### src/hdl/dss_pkg.sv
// ----------------------------------------------------------------------------
// dss_pkg
// Shared codes and the control/status bundles for the dual stack buffer.
// ----------------------------------------------------------------------------
package dss_pkg;

    // Width of the external value fields.
    localparam int VALUE_W = 32;
    localparam int CMD_W   = 2;

    // Command codes.
    localparam logic [CMD_W-1:0] CMD_PUSH = 2'd0;
    localparam logic [CMD_W-1:0] CMD_POP  = 2'd1;
    localparam logic [CMD_W-1:0] CMD_DUMP = 2'd2;

    // Result status codes.
    localparam logic STATUS_OK  = 1'b0;
    localparam logic STATUS_ERR = 1'b1;

    // Commands from the controller to the datapath.
    typedef struct packed {
        logic push;        // write the input value and grow the stack
        logic pop_start;   // shrink the stack and read its top entry
        logic dump_start;  // read the bottom entry of the stack
        logic step;        // read the next entry of a dump
        logic load_err;    // load an error beat into the output register
        logic load_ok;     // load a plain success beat
        logic load_data;   // load a beat carrying the read data
    } dss_cmd_t;

    // Status from the datapath to the controller.
    typedef struct packed {
        logic full;        // the two stacks meet
        logic empty;       // the selected stack holds nothing
        logic at_end;      // the pending read is the final one
        logic out_free;    // the output register can take a beat
    } dss_stat_t;

endpackage

### src/hdl/dss_ram.sv
// ----------------------------------------------------------------------------
// dss_ram
// Generic single-write, single-read RAM with a registered read port.
// ----------------------------------------------------------------------------
module dss_ram #(
    parameter int WIDTH = 32,
    parameter int DEPTH = 32
) (
    input  logic                     clk,
    input  logic                     wr_en,
    input  logic [$clog2(DEPTH)-1:0] wr_addr,
    input  logic [WIDTH-1:0]         wr_data,
    input  logic                     rd_en,
    input  logic [$clog2(DEPTH)-1:0] rd_addr,
    output logic [WIDTH-1:0]         rd_data
);

    logic [WIDTH-1:0] mem [DEPTH];
    logic [WIDTH-1:0] rd_data_reg;

    // Write port.
    always_ff @(posedge clk)
    begin
        if (wr_en)
        begin
            mem[wr_addr] <= wr_data;
        end
    end

    // Registered read port; the data holds while no read is issued.
    always_ff @(posedge clk)
    begin
        if (rd_en)
        begin
            rd_data_reg <= mem[rd_addr];
        end
    end

    assign rd_data = rd_data_reg;

endmodule

### src/hdl/dss_datapath.sv
// ----------------------------------------------------------------------------
// dss_datapath
// Stack counts, read sequencing, shared element store and output register.
// ----------------------------------------------------------------------------
module dss_datapath
    import dss_pkg::*;
#(
    parameter int DEPTH      = 32,
    parameter int DATA_WIDTH = 32
) (
    input  logic                      clk,
    input  logic                      rst_n,
    input  dss_cmd_t                  cmd,
    output dss_stat_t                 stat,
    input  logic                      stack_select,
    input  logic signed [VALUE_W-1:0] push_value,
    input  logic                      out_stall,
    output logic                      out_valid,
    output logic                      status,
    output logic signed [VALUE_W-1:0] out_value,
    output logic                      last
);

    localparam int AW = $clog2(DEPTH);
    localparam int CW = $clog2(DEPTH + 1);
    localparam logic [AW-1:0] TOP_ADDR = AW'(DEPTH - 1);

    logic [CW-1:0] first_count_reg, first_count_next;
    logic [CW-1:0] second_count_reg, second_count_next;
    logic [AW-1:0] idx_reg, idx_next;
    logic [AW-1:0] end_reg, end_next;
    logic          sel_reg, sel_next;
    logic          out_valid_reg, out_valid_next;
    logic          status_reg;
    logic [VALUE_W-1:0] out_value_reg;
    logic          last_reg;

    logic [CW-1:0]     sel_count;
    logic [CW:0]       count_sum;
    logic [AW-1:0]     top_idx;
    logic [AW-1:0]     wr_addr;
    logic [63:0]       push_wide;
    logic [DATA_WIDTH-1:0] wr_data;
    logic              rd_en;
    logic              rd_sel;
    logic [AW-1:0]     rd_idx;
    logic [AW-1:0]     rd_addr;
    logic [DATA_WIDTH-1:0] rd_data;
    logic [63:0]       rd_wide;
    logic              out_free;

    // Status toward the controller.
    assign sel_count = stack_select ? second_count_reg : first_count_reg;
    assign count_sum = {1'b0, first_count_reg} + {1'b0, second_count_reg};
    assign top_idx   = AW'(sel_count - CW'(1));
    assign out_free  = !out_valid_reg || !out_stall;

    assign stat.full     = (count_sum >= (CW + 1)'(DEPTH));
    assign stat.empty    = (sel_count == '0);
    assign stat.at_end   = (idx_reg == end_reg);
    assign stat.out_free = out_free;

    // Write side: the first stack grows up from entry zero, the second down
    // from the top entry.
    assign push_wide = 64'($unsigned(push_value));
    assign wr_data   = push_wide[DATA_WIDTH-1:0];
    assign wr_addr   = stack_select ? (TOP_ADDR - second_count_reg[AW-1:0])
                                    : first_count_reg[AW-1:0];

    // Read side: a pop reads the top entry, a dump walks up from the bottom.
    assign rd_en  = cmd.pop_start || cmd.dump_start || cmd.step;
    assign rd_sel = (cmd.pop_start || cmd.dump_start) ? stack_select : sel_reg;

    always_comb
    begin
        rd_idx = idx_reg + AW'(1);
        if (cmd.pop_start)
        begin
            rd_idx = top_idx;
        end
        else if (cmd.dump_start)
        begin
            rd_idx = '0;
        end
    end

    assign rd_addr = rd_sel ? (TOP_ADDR - rd_idx) : rd_idx;

    dss_ram #(
        .WIDTH (DATA_WIDTH),
        .DEPTH (DEPTH)
    ) u_ram (
        .clk     (clk),
        .wr_en   (cmd.push),
        .wr_addr (wr_addr),
        .wr_data (wr_data),
        .rd_en   (rd_en),
        .rd_addr (rd_addr),
        .rd_data (rd_data)
    );

    assign rd_wide = 64'(rd_data);

    // Count and sequencing updates.
    always_comb
    begin
        first_count_next  = first_count_reg;
        second_count_next = second_count_reg;
        idx_next          = idx_reg;
        end_next          = end_reg;
        sel_next          = sel_reg;
        if (cmd.push)
        begin
            if (stack_select)
            begin
                second_count_next = second_count_reg + CW'(1);
            end
            else
            begin
                first_count_next = first_count_reg + CW'(1);
            end
        end
        if (cmd.pop_start)
        begin
            if (stack_select)
            begin
                second_count_next = second_count_reg - CW'(1);
            end
            else
            begin
                first_count_next = first_count_reg - CW'(1);
            end
            idx_next = top_idx;
            end_next = top_idx;
            sel_next = stack_select;
        end
        if (cmd.dump_start)
        begin
            idx_next = '0;
            end_next = top_idx;
            sel_next = stack_select;
        end
        if (cmd.step)
        begin
            idx_next = idx_reg + AW'(1);
        end
    end

    always_ff @(posedge clk or negedge rst_n)
    begin
        if (!rst_n)
        begin
            first_count_reg  <= '0;
            second_count_reg <= '0;
            idx_reg          <= '0;
            end_reg          <= '0;
            sel_reg          <= 1'b0;
        end
        else
        begin
            first_count_reg  <= first_count_next;
            second_count_reg <= second_count_next;
            idx_reg          <= idx_next;
            end_reg          <= end_next;
            sel_reg          <= sel_next;
        end
    end

    // Output register valid flag.
    always_comb
    begin
        out_valid_next = out_valid_reg;
        if (cmd.load_err || cmd.load_ok || cmd.load_data)
        begin
            out_valid_next = 1'b1;
        end
        else if (!out_stall)
        begin
            out_valid_next = 1'b0;
        end
    end

    always_ff @(posedge clk or negedge rst_n)
    begin
        if (!rst_n)
        begin
            out_valid_reg <= 1'b0;
        end
        else
        begin
            out_valid_reg <= out_valid_next;
        end
    end

    // Output payload; errors and push results carry a zero value.
    always_ff @(posedge clk)
    begin
        if (cmd.load_err)
        begin
            status_reg    <= STATUS_ERR;
            out_value_reg <= '0;
            last_reg      <= 1'b1;
        end
        else if (cmd.load_ok)
        begin
            status_reg    <= STATUS_OK;
            out_value_reg <= '0;
            last_reg      <= 1'b1;
        end
        else if (cmd.load_data)
        begin
            status_reg    <= STATUS_OK;
            out_value_reg <= rd_wide[VALUE_W-1:0];
            last_reg      <= stat.at_end;
        end
    end

    assign out_valid = out_valid_reg;
    assign status    = status_reg;
    assign out_value = $signed(out_value_reg);
    assign last      = last_reg;

endmodule

### src/hdl/dss_ctrl.sv
// ----------------------------------------------------------------------------
// dss_ctrl
// Command decoder and sequencer for pops and dumps.
// ----------------------------------------------------------------------------
module dss_ctrl
    import dss_pkg::*;
(
    input  logic             clk,
    input  logic             rst_n,
    input  logic             in_valid,
    output logic             in_stall,
    input  logic [CMD_W-1:0] command,
    input  dss_stat_t        stat,
    output dss_cmd_t         cmd
);

    localparam logic ST_IDLE = 1'b0;
    localparam logic ST_READ = 1'b1;

    logic state_reg, state_next;
    logic accept;

    assign in_stall = !((state_reg == ST_IDLE) && stat.out_free);
    assign accept   = in_valid && !in_stall;

    // Decode accepted commands and sequence reads until the final beat.
    always_comb
    begin
        cmd        = '0;
        state_next = state_reg;
        unique case (state_reg)
            ST_IDLE:
            begin
                if (accept)
                begin
                    unique case (command)
                        CMD_PUSH:
                        begin
                            if (stat.full)
                            begin
                                cmd.load_err = 1'b1;
                            end
                            else
                            begin
                                cmd.push    = 1'b1;
                                cmd.load_ok = 1'b1;
                            end
                        end
                        CMD_POP:
                        begin
                            if (stat.empty)
                            begin
                                cmd.load_err = 1'b1;
                            end
                            else
                            begin
                                cmd.pop_start = 1'b1;
                                state_next    = ST_READ;
                            end
                        end
                        CMD_DUMP:
                        begin
                            if (stat.empty)
                            begin
                                cmd.load_err = 1'b1;
                            end
                            else
                            begin
                                cmd.dump_start = 1'b1;
                                state_next     = ST_READ;
                            end
                        end
                        default:
                        begin
                            cmd.load_err = 1'b1;
                        end
                    endcase
                end
            end
            ST_READ:
            begin
                if (stat.out_free)
                begin
                    cmd.load_data = 1'b1;
                    if (stat.at_end)
                    begin
                        state_next = ST_IDLE;
                    end
                    else
                    begin
                        cmd.step = 1'b1;
                    end
                end
            end
            default:
            begin
                state_next = ST_IDLE;
            end
        endcase
    end

    always_ff @(posedge clk or negedge rst_n)
    begin
        if (!rst_n)
        begin
            state_reg <= ST_IDLE;
        end
        else
        begin
            state_reg <= state_next;
        end
    end

endmodule

### src/hdl/dual_stack_shared_buffer.sv
// A push or any error gives its result beat in the cycle after acceptance; a
// pop's beat goes from the registered store read to the output register. A
// push is taken 1 item per cycle while the output is not stalled; a pop or dump
// takes no new item until its last beat is loaded, a dump of N elements streams
// one beat per cycle while unstalled, all via the store's single registered read port.
// Reset clears both stack counts and the output valid flag, not the store or payload.
// ----------------------------------------------------------------------------
// dual_stack_shared_buffer
// Two LIFO stacks sharing one element store, growing from opposite ends.
// ----------------------------------------------------------------------------
module dual_stack_shared_buffer
    import dss_pkg::*;
#(
    parameter int DEPTH      = 32,
    parameter int DATA_WIDTH = 32
) (
    input  logic                      clk,
    input  logic                      rst_n,
    input  logic                      in_valid,
    output logic                      in_stall,
    input  logic [CMD_W-1:0]          command,
    input  logic                      stack_select,
    input  logic signed [VALUE_W-1:0] push_value,
    output logic                      out_valid,
    input  logic                      out_stall,
    output logic                      status,
    output logic signed [VALUE_W-1:0] out_value,
    output logic                      last
);

    dss_cmd_t  cmd;
    dss_stat_t stat;

    // Sequencer.
    dss_ctrl u_ctrl (
        .clk      (clk),
        .rst_n    (rst_n),
        .in_valid (in_valid),
        .in_stall (in_stall),
        .command  (command),
        .stat     (stat),
        .cmd      (cmd)
    );

    // Counts, store and output register.
    dss_datapath #(
        .DEPTH      (DEPTH),
        .DATA_WIDTH (DATA_WIDTH)
    ) u_datapath (
        .clk          (clk),
        .rst_n        (rst_n),
        .cmd          (cmd),
        .stat         (stat),
        .stack_select (stack_select),
        .push_value   (push_value),
        .out_stall    (out_stall),
        .out_valid    (out_valid),
        .status       (status),
        .out_value    (out_value),
        .last         (last)
    );

endmodule

### config.mk
export PLATFORM = sky130hd
export DESIGN_NAME = dual_stack_shared_buffer
export DESIGN_NICKNAME = d
export VERILOG_FILES = /design/src/hdl/dss_pkg.sv /design/src/hdl/dss_ram.sv /design/src/hdl/dss_datapath.sv /design/src/hdl/dss_ctrl.sv /design/src/hdl/dual_stack_shared_buffer.sv
export SDC_FILE = /design/constraint.sdc
export NUM_CORES = 1
export LEC_CHECK = 0
export BUFFER_PORTS_ARGS = -buffer_cell sky130_fd_sc_hd__buf_4
export CAP_MARGIN = 30
export CORE_UTILIZATION = 35
export DETAILED_ROUTE_END_ITERATION = 8
export MAX_ROUTING_LAYER = met4
export SLEW_MARGIN = 0
export SYNTH_ARGS = -nofsm -noshare
export SYNTH_HDL_FRONTEND = slang
export SYNTH_HIERARCHICAL = 1
export SYNTH_SLANG_ARGS = --single-unit
export TNS_END_PERCENT = 50
### constraint.sdc
create_clock -name clk -period 9.2 [get_ports clk]
set_input_delay 0.46 -clock clk [delete_from_list [all_inputs] [get_ports clk]]
set_output_delay 0.46 -clock clk [all_outputs]
set_load 0.02 [all_outputs]
### After elaboration in Yosys (flattened, before gate mapping)

Memory sizes are Yosys's and may differ from the RTL's. A register that Yosys moved wholly into a read port is not among the register bits.
Cells that the tools add are included.

* add/sub/neg operators: 9
* magnitude comparators: 1
* bitwise operators: 1
* equal/unequal tests: 4
* reduce and logical (&&, ||, !) cells: 17
* multiplexer cells: 47

Operators by type and width (count)
* $mux W6: 9
* $mux W5: 8
* $mux W1: 24
* $add A6 B1 Y6 const B: 2
* $sub A6 B1 Y6 const B: 2
* $sub A5 B5 Y5 const A: 2
* $add A6 B6 Y7: 1
* $ge A7 B6 Y1 const B: 1
* $logic_not A6 Y1: 1
* $mux W3: 2
* $add A5 B1 Y5 const B: 1
* $eq A5 B5 Y1: 1
* $logic_or A1 B1 Y1: 5
* $sub A5 B1 Y5 const B: 1
* $mux W2: 2
* $pmux W1 S2: 2
* $reduce_bool A2 Y1: 2
* $reduce_or A2 Y1: 2
* $logic_not A1 Y1: 3
* $reduce_bool A3 Y1: 1
* $eq A2 B1 Y1 const B: 1
* $eq A2 B2 Y1 const B: 1
* $logic_and A1 B1 Y1: 2
* $logic_not A2 Y1: 1
* other kinds (2): 2

* memories kept: 1
* logic and storage cells: 90
* RAM bits: 1024
* flip-flop bits (word level): 59
* input port bits: 39

Memories
* u_datapath.u_ram.mem: depth 32, width 32, rd ports 1, clocked after memory_dff 1, write ports 1, RTL line dss_ram.sv:18 `logic [WIDTH-1:0] mem [DEPTH];`

### Logic depth before layout (Yosys ltp)

Gate-level depths: netlist of the first run.

* word-level depth: 10
* depth in mapped cells: 21
* depth with buffers taken out: 15

### Hierarchy

Netlist of the first run, hierarchy kept.

By module, submodules not included
* dss_ram: instances 1, cells an instance 2260, area an instance 40805.4 sq um
* dss_datapath: instances 1, cells an instance 287, area an instance 2856.5 sq um
* dss_ctrl: instances 1, cells an instance 19, area an instance 192.7 sq um

### Worst setup path after synthesis of the first run

No wires, ideal clock.

* path type: reg2reg
* start: register with a tool-made name
* end: memory u_datapath.u_ram.mem[28][0] (enable)
* required time: 8779 ps
* arrival: 3879 ps
* buffers on the path: 2
* cell stages (with the launch flop): 12
* clock period less this slack: 4300 ps
* path slack: 4900 ps
* path through: dfrtp_1 > ha_1 > fa_1 > nor2_1 > nand4_1 > nor2_1 > o21ai_0 > nor3b_1 > buf_4 > or3b_2 > clkbuf_1 > nor2_1

RTL lines (RTL line)
* end: declaration: dss_ram.sv:18

==> flow_metrics.env, run 1 <==
export IMPL_drive_gt1_share_pct=12.7
export IMPL_largest_register_ff_count=1024
export IMPL_met1_usage_pct=25.4
export IMPL_p_per_area_nw_per_um2=380
export IMPL_period_needed_ns=5.64
export IMPL_antenna_found_initial=4
export IMPL_grt_max_degree=132
export IMPL_nFillCells=11100
export IMPL_slew_viol_final=0
export IMPL_cts_setup_buffers=0
export IMPL_initial_core_util_pct=35.4
export IMPL_max_slew_worst_pin_slew_ns=1.31
export IMPL_post_place_ws_ns=3.22
export IMPL_skew_ns=0.0254
export IMPL_gr_usage_met2_pct=27.3
export IMPL_critPathLaunch="u_datapath/second_count_reg[0]"
export IMPL_synthCells=2566
export IMPL_cts_tree="done"
export IMPL_portBuffers=74
export IMPL_clockBufferDepth=3
export IMPL_vias=23500
export IMPL_setup_viol_count_final=0
export IMPL_synthDistinctLibCells=58
export IMPL_fmax_mhz=177
export IMPL_grt_overflow_total=0
export IMPL_wl_per_cell_um=25.6
export IMPL_crit_type="register to register"
export IMPL_grt_use_met3_pct=2.89
export IMPL_grt_first_pass_wirelength_um=161000
export IMPL_synth_top_family_by_area="multiplexers"
export IMPL_syn2layout_area_growth_pct=14.1
export IMPL_wl_um=113000
export IMPL_p_sw_uw=7340
export IMPL_crit_path_end_kind="register"
export IMPL_synth_nets=2623
export IMPL_cp_data_required_time_ns=9.63
export IMPL_drtPass1Iterations=7
export IMPL_maxSlewHeadroom_pct=12.6
export IMPL_ant_nets=0
export IMPL_clkPwrFrac_pct=23.5
export IMPL_power_frac_comb_pct=44.2
export IMPL_ir_drop_uv=560
export IMPL_synth_top_area_cell="edfxtp_1"
export IMPL_seqPwrFrac_pct=32.3
export IMPL_ys_seq_area_share_pct=75.3
export IMPL_rows=129
export IMPL_rsz0062_at_grt="no"
export IMPL_drt_initial_drc_count=2084
export IMPL_ioPinCount=75
export IMPL_clock_sinks=1115
export IMPL_synthTopCellsByArea="edfxtp_1 (72%), mux2i_1 (12%), a22o_1 (1.9%)"
export IMPL_clk_latency_ns=0.71
export IMPL_cts_clk_slew_worst_paths_ns=0.06
export IMPL_path_max_fanout=59
export IMPL_syn_area_per_cell_um2=17.1
export IMPL_period_share_pct=61.3
export IMPL_status="finished, final reports clean"
export IMPL_regArea_um2=33000
export IMPL_async_flop_share_pct=2.24
export IMPL_totalPowerFinal_uw=19000
export IMPL_arrival_ns=6.07
export IMPL_cts_root_buf="clkbuf_16"
export IMPL_hp_class="primary input to register"
export IMPL_cts_buffers=112
export IMPL_nets=2721
export IMPL_place_congestion=0.782
export IMPL_reg2reg_from="u_datapath/second_count_reg[0]"
export IMPL_ys_ff_latch=1115
export IMPL_synthAdderAreaFrac_pct=0.531
export IMPL_synth_simple_area_share_pct=3.89
export IMPL_yosysTopAreaCellShare_pct=72.3
export IMPL_vias_per_cell=5.35
export IMPL_internal_power_uw=11700
export IMPL_dp_final_hpwl_um=54900
export IMPL_design_core_area_um2=124000
export IMPL_setup_tns_ns=0
export IMPL_n_antenna_cell=0
export IMPL_synth_edff_count=1056
export IMPL_die_h_um=356
export IMPL_grt_busiest_layer="met2"
export IMPL_muxShareOfSynthArea_pct=11.9
export IMPL_hold_violations=0
export IMPL_synth_compound_area_share_pct=5.85
export IMPL_start_kind="register"
export IMPL_p_leak_uw=0.0175
export IMPL_cap_violations=0
export IMPL_synthXorXnorAreaFrac_pct=0.499
export IMPL_hold_start="out_stall"
export IMPL_setup_ws_ns=3.56
export IMPL_route_detailed_drc=0
export IMPL_fp_dieW_um=356
export IMPL_multi_input_area_um2=10200
export IMPL_first_global_vias=22700
export IMPL_postCtsHoldBufs=1
export IMPL_die_area_um2=127000
export IMPL_syn_area_um2=43900
export IMPL_synthFlopType="edfxtp_1"
export IMPL_ys_warn_count=6
export IMPL_globalRouteTotalUtil_pct=18.1
export IMPL_swShare_pct=38.6
export IMPL_htreeDepth=3
export IMPL_ctsResizeCount=0
[final timing paths]
kind / end / slack [ns] / cells after the start
setup / recovery: u_datapath/u_ram/rd_data[27] / 3.56 / 15
max in group asynchronous: u_ctrl/state_reg / 8.71 / 2
hold reg to reg: u_datapath/last / 0.46 / 2
setup reg to reg: u_datapath/u_ram/rd_data[27] / 3.56 / 15
min in group asynchronous: u_datapath/second_count_reg[2] / 0.22 / 2
hold / removal: u_datapath/out_valid / 0.12 / 3
[area by class of cell]
cell class,instances,area share (%)
Sequential cell,1115,66.0
Clock inverter,58,1.20
Clock buffer,143,5.99
Timing Repair Buffer,132,2.22
Tap cell,1637,4.09
Inverter,11,0.0825
Multi-Input combinational cell,1292,20.4
[Yosys cell counts (11+ instances only)]
cell type  count
a21oi_1      107
a22o_1        97
a22oi_1       98
a31oi_1       35
buf_2         33
buf_4         35
buf_6         16
clkbuf_1      55
dfrtp_1       25
dfxtp_1       34
edfxtp_1    1056
ha_1          17
inv_1         11
mux2i_1      519
nand2_1      116
nand3_1      106
nor2_1        55
nor3_1        38
xnor2_1       13
xor2_1        12
[per-stage QoR]
stage	cells	util [%]	area, µm²	hold slack, ns
floorplan	2566	-	43900	0.164
global placement	4185	37.4	46400	0.399
detailed placement	4185	37.4	46400	0.406
CTS	4387	40.4	50000	0.102
global route	4388	40.4	50100	0.146
finish	4388	40.4	50100	0.120
[kinds of logic after synthesis]
family	Yosys count
and+or+nand+nor	361
DFF	1115
muxes	521
buffers and inverters	159
adders and majority gates	18
xor gates and xnor gates	25
AOI/OAI and AO/OA	367
[critical path: stages, from the launching register on]
cell     delay (ns)
dfrtp_1        0.50
mux2i_1        0.40
ha_1           0.23
nand3_1        0.07
nor2_1         0.23
nor3b_2        0.07
buf_4          0.22
nor2_2         0.31
mux2i_1        0.61
xor2_1         0.54
and2b_4        0.72
buf_4          0.82
a22o_1         0.24
nor3_1         0.05
a31oi_1        0.20
nand3_1        0.10
[layout by cell type (no fill, tap or decap), types with 25 or more instances in the layout]
master and n:
a21oi_1 107, a22o_1 97, a22oi_1 98, a31oi_1 35, buf_4 122, clkbuf_16 113, dfrtp_1 25, dfxtp_1 34
edfxtp_1 1056, mux2i_1 519, nand2_1 115, nand3_1 106, nor2_4 33, nor3_1 37
[layer usage]
| layer | vias to the layer above | wire, µm |
|---|---|---|
| li1 | 10300 | - |
| met1 | 12200 | 51000 |
| met4 | 0 | 2020 |
| met3 | 150 | 7840 |
| met2 | 839 | 51700 |
| met5 | - | 0 |
[power groups by stage]
stage               logic (µW)  clock network [µW]  registers [µW]
floorplan                 6020                   0            6200
global placement          8280                   0            6270
detailed placement        8330                   0            6260
CTS                       8350                4550            6160
global route              8950                4750            6170
finish                    8410                4470            6150
Power figures use the tool's default switching activity.
==> run 2, diff against run 1 <==
--- a/config.mk
+++ b/config.mk
@@ -5,6 +5,7 @@
 export SDC_FILE = /design/constraint.sdc
 export NUM_CORES = 1
 export LEC_CHECK = 0
+export ABC_AREA = 1
 export BUFFER_PORTS_ARGS = -buffer_cell sky130_fd_sc_hd__buf_4
 export CAP_MARGIN = 30
 export CORE_UTILIZATION = 35
==> constraint.sdc (replaced) <==
create_clock -name clk -period 5.1 [get_ports clk]
set_input_delay 0.255 -clock clk [delete_from_list [all_inputs] [get_ports clk]]
set_output_delay 0.255 -clock clk [all_outputs]
set_load 0.02 [all_outputs]
==> run 2 against run 1 <==
Against the previous run:
- critical endpoint is now u_datapath/u_ram/rd_data[26]
- flip-flop and latch count stayed put
- count of clock-buffer cells in the layout fell by 10
- area after synthesis up 4.8%
- clock skew down 0.0018 ns
- non-clock buffer count up 84
- worst hold slack got worse by 0.035 ns
- routed wire length grew 14%
- maximum frequency is 23% higher
- sequential share of layout area decreased by 3.4 points
- global-route usage grew 1.6 points
- largest cell class unchanged
- critical path depth is 9 higher
- first-iteration DRC count rose by 48%
==> flow_metrics.env, run 2 <==
export IMPL_syn_area_um2=45900
export IMPL_portBuffers=74
export IMPL_initial_core_util_pct=35.4
export IMPL_path_max_fanout=121
export IMPL_period_needed_ns=4.58
export IMPL_slowest_delay_ns=0.43
export IMPL_clock_sinks=1115
export IMPL_max_slew_worst_pin_slew_ns=0.994
export IMPL_ys_seq_area_share_pct=71.9
export IMPL_async_flop_share_pct=2.24
export IMPL_r2r_slack_ns=0.52
export IMPL_die_area_um2=133000
export IMPL_postCtsHoldBufs=39
export IMPL_period_share_pct=89.7
export IMPL_status="finished, final reports clean"
export IMPL_synthTopCellsByArea="edfxtp_1 (69%), nand2_1 (12%), nand3_1 (8.7%)"
export IMPL_cap_violations=0
export IMPL_maxSlewHeadroom_pct=33.8
export IMPL_fp_dieW_um=364
export IMPL_route_detailed_drc=0
export IMPL_synth_top_area_cell="edfxtp_1"
export IMPL_cts_buffers=108
export IMPL_die_h_um=364
export IMPL_cts_setup_buffers=0
export IMPL_rr_worst_depth=24
export IMPL_synth_nets=3967
export IMPL_wl_um=128000
export IMPL_largest_register_ff_count=1024
export IMPL_yosys_top_cells_count="nand2_1 (1,518), edfxtp_1 (1,056), nand3_1 (796)"
export IMPL_fmax_mhz=219
export IMPL_regToRegEndpoint="u_datapath/u_ram/rd_data[26]"
export IMPL_rows=132
export IMPL_cts_tree="done"
export IMPL_ys_ff_latch=1115
export IMPL_dp_final_hpwl_um=65500
export IMPL_post_place_ws_ns=0.520
export IMPL_final_common_cell="nand2_1"
export IMPL_design_core_area_um2=130000
export IMPL_nets=4063
export IMPL_ioPinCount=75
export IMPL_cts_clk_slew_worst_paths_ns=0.06
export IMPL_ctsResizeCount=0
export IMPL_vias_per_cell=5.16
export IMPL_syn_area_per_cell_um2=11.8
export IMPL_slew_viol_final=0
export IMPL_clockBufferDepth=3
export IMPL_hp_class="primary input to register"
export IMPL_yosysTopAreaCellShare_pct=69.0
export IMPL_hold_start="command[1]"
export IMPL_grt_first_pass_wirelength_um=188000
export IMPL_place_inst=5599
export IMPL_fin_area_um2=52800
export IMPL_vias=30200
export IMPL_synthDistinctLibCells=50
export IMPL_synthFlopType="edfxtp_1"
export IMPL_syn2layout_area_growth_pct=14.9
export IMPL_crit_top_cell="nand2_1"
export IMPL_cts_root_buf="clkbuf_16"
export IMPL_synth_most_common_cell="nand2_1"
export IMPL_globalRouteTotalUtil_pct=19.6
export IMPL_start_kind="register"
export IMPL_hold_path_end="u_datapath/status"
export IMPL_min_path_cells=7
export IMPL_drt_initial_drc_count=3088
export IMPL_ant_nets=0
export IMPL_setup_ws_ns=0.525
export IMPL_rsz0062_at_grt="no"
export IMPL_layout_common_cells="nand2_1 (1,516), edfxtp_1 (1,056), nand3_1 (796), buf_4 (130), clkbuf_16 (108)"
export IMPL_setup_viol_count_final=0
export IMPL_skew_ns=0.0236
export IMPL_synthCells=3910
export IMPL_wl_per_cell_um=22.0
export IMPL_place_area_um2=48700
export IMPL_first_global_vias=28800
export IMPL_setup_tns_ns=0
export IMPL_drtPass1Iterations=5
export IMPL_ys_warn_count=6
export IMPL_grt_overflow_total=0
export IMPL_synth_edff_count=1056
export IMPL_hold_violations=0
export IMPL_htreeDepth=3
export IMPL_fin_cells=5849
export IMPL_cp_data_required_time_ns=5.56
export IMPL_place_congestion=0.842
export IMPL_antenna_found_initial=8
export IMPL_crit_type="register to register"
export IMPL_cp_slowest_cell="xor2_4"
export IMPL_crit_path_end_kind="register"
export IMPL_arrival_ns=5.04
export IMPL_drive_gt1_share_pct=10.4
export IMPL_crit_path_cell_trace="inv_1 > nor2_1 > nor2_4 > ha_1 > o211ai_1 > nor4_1 > inv_1 > nand2_1 > nor2_1 > inv_1 > nand2_1 > or2_1 > o21ai_4 > xor2_4 > inv_16 > buf_4 > nand2_1 > nand3_1 > nand3_1 > nand2_1 > nand2_1 > nand2_1 > nand2_1 > nand2_1"
export IMPL_clk_latency_ns=0.71
export IMPL_grt_max_degree=122
==> run 2: cell type report <==
class	count	area, µm²
timing repair buffer	216	2320
fill	12100	77000
sequential	1115	33000
multi-input combinational	2509	11400
antenna	8	20.0
tap	1742	2180
clock buffer	133	2830
clock inverter	70	802
inverter	56	243
==> run 2: cells by family (layout without fill, tap and decap cells) <==
family | Yosys count | after routing | synth area share [%]
simple gates | 2403 | 2403 | 22.1
flops | 1115 | 1115 | 71.9
compound gates | 69 | 69 | 1.20
fa+ha+maj | 18 | 18 | 0.507
buf+inv | 286 | 475 | 4.01
other cells | 0 | 8 | 0
xor+xnor | 19 | 19 | 0.362
==> run 2: per-layer routing <==
metal / GRT usage [%] / wire [µm] / part of all wire, % / up-vias
met5: - / 0 / 0 / -
met4: 7.60 / 4670 / 3.6 / 0
met3: 3.00 / 9250 / 7.2 / 236
met2: 31.6 / 61100 / 48 / 1117
met1: 25.0 / 53400 / 42 / 15000
li1: - / - / - / 13800
==> run 2: worst max path at each step <==
stage                                   startpoint                            to  slack [ns]  cells past startpoint
floorplan           u_datapath/second_count_reg[0]   u_datapath/u_ram/mem[31][0]        1.35                     10
global placement                      stack_select  u_datapath/u_ram/rd_data[16]        0.62                     24
detailed placement                    stack_select  u_datapath/u_ram/rd_data[16]        0.52                     24
CTS                                       register  u_datapath/u_ram/rd_data[16]        0.51                     24
global route                              register  u_datapath/u_ram/rd_data[29]        0.14                     23
finish                                    register  u_datapath/u_ram/rd_data[26]        0.52                     24
==> run 2: per-stage QoR <==
step	utilization (%)	hold WS (ns)
after floorplan	-	-0.0406
after global placement	37.5	0.194
after detailed placement	37.5	0.193
after CTS	40.6	0.0566
after global routing	40.7	0.137
final	40.7	0.0843
==> run 2: critical path, delay by kind of cell (launching register included) <==
family	cells	cell delay, ns
simple gates	15	1.91
compound gates	2	0.26
xor+xnor	1	0.43
fa+ha+maj	1	0.18
flops	1	0.42
buf+inv	5	0.98
Power of run 2 is left out: the tool's default activity adds up to more than one toggle a clock period on the data nets, which glitch-free logic cannot reach.
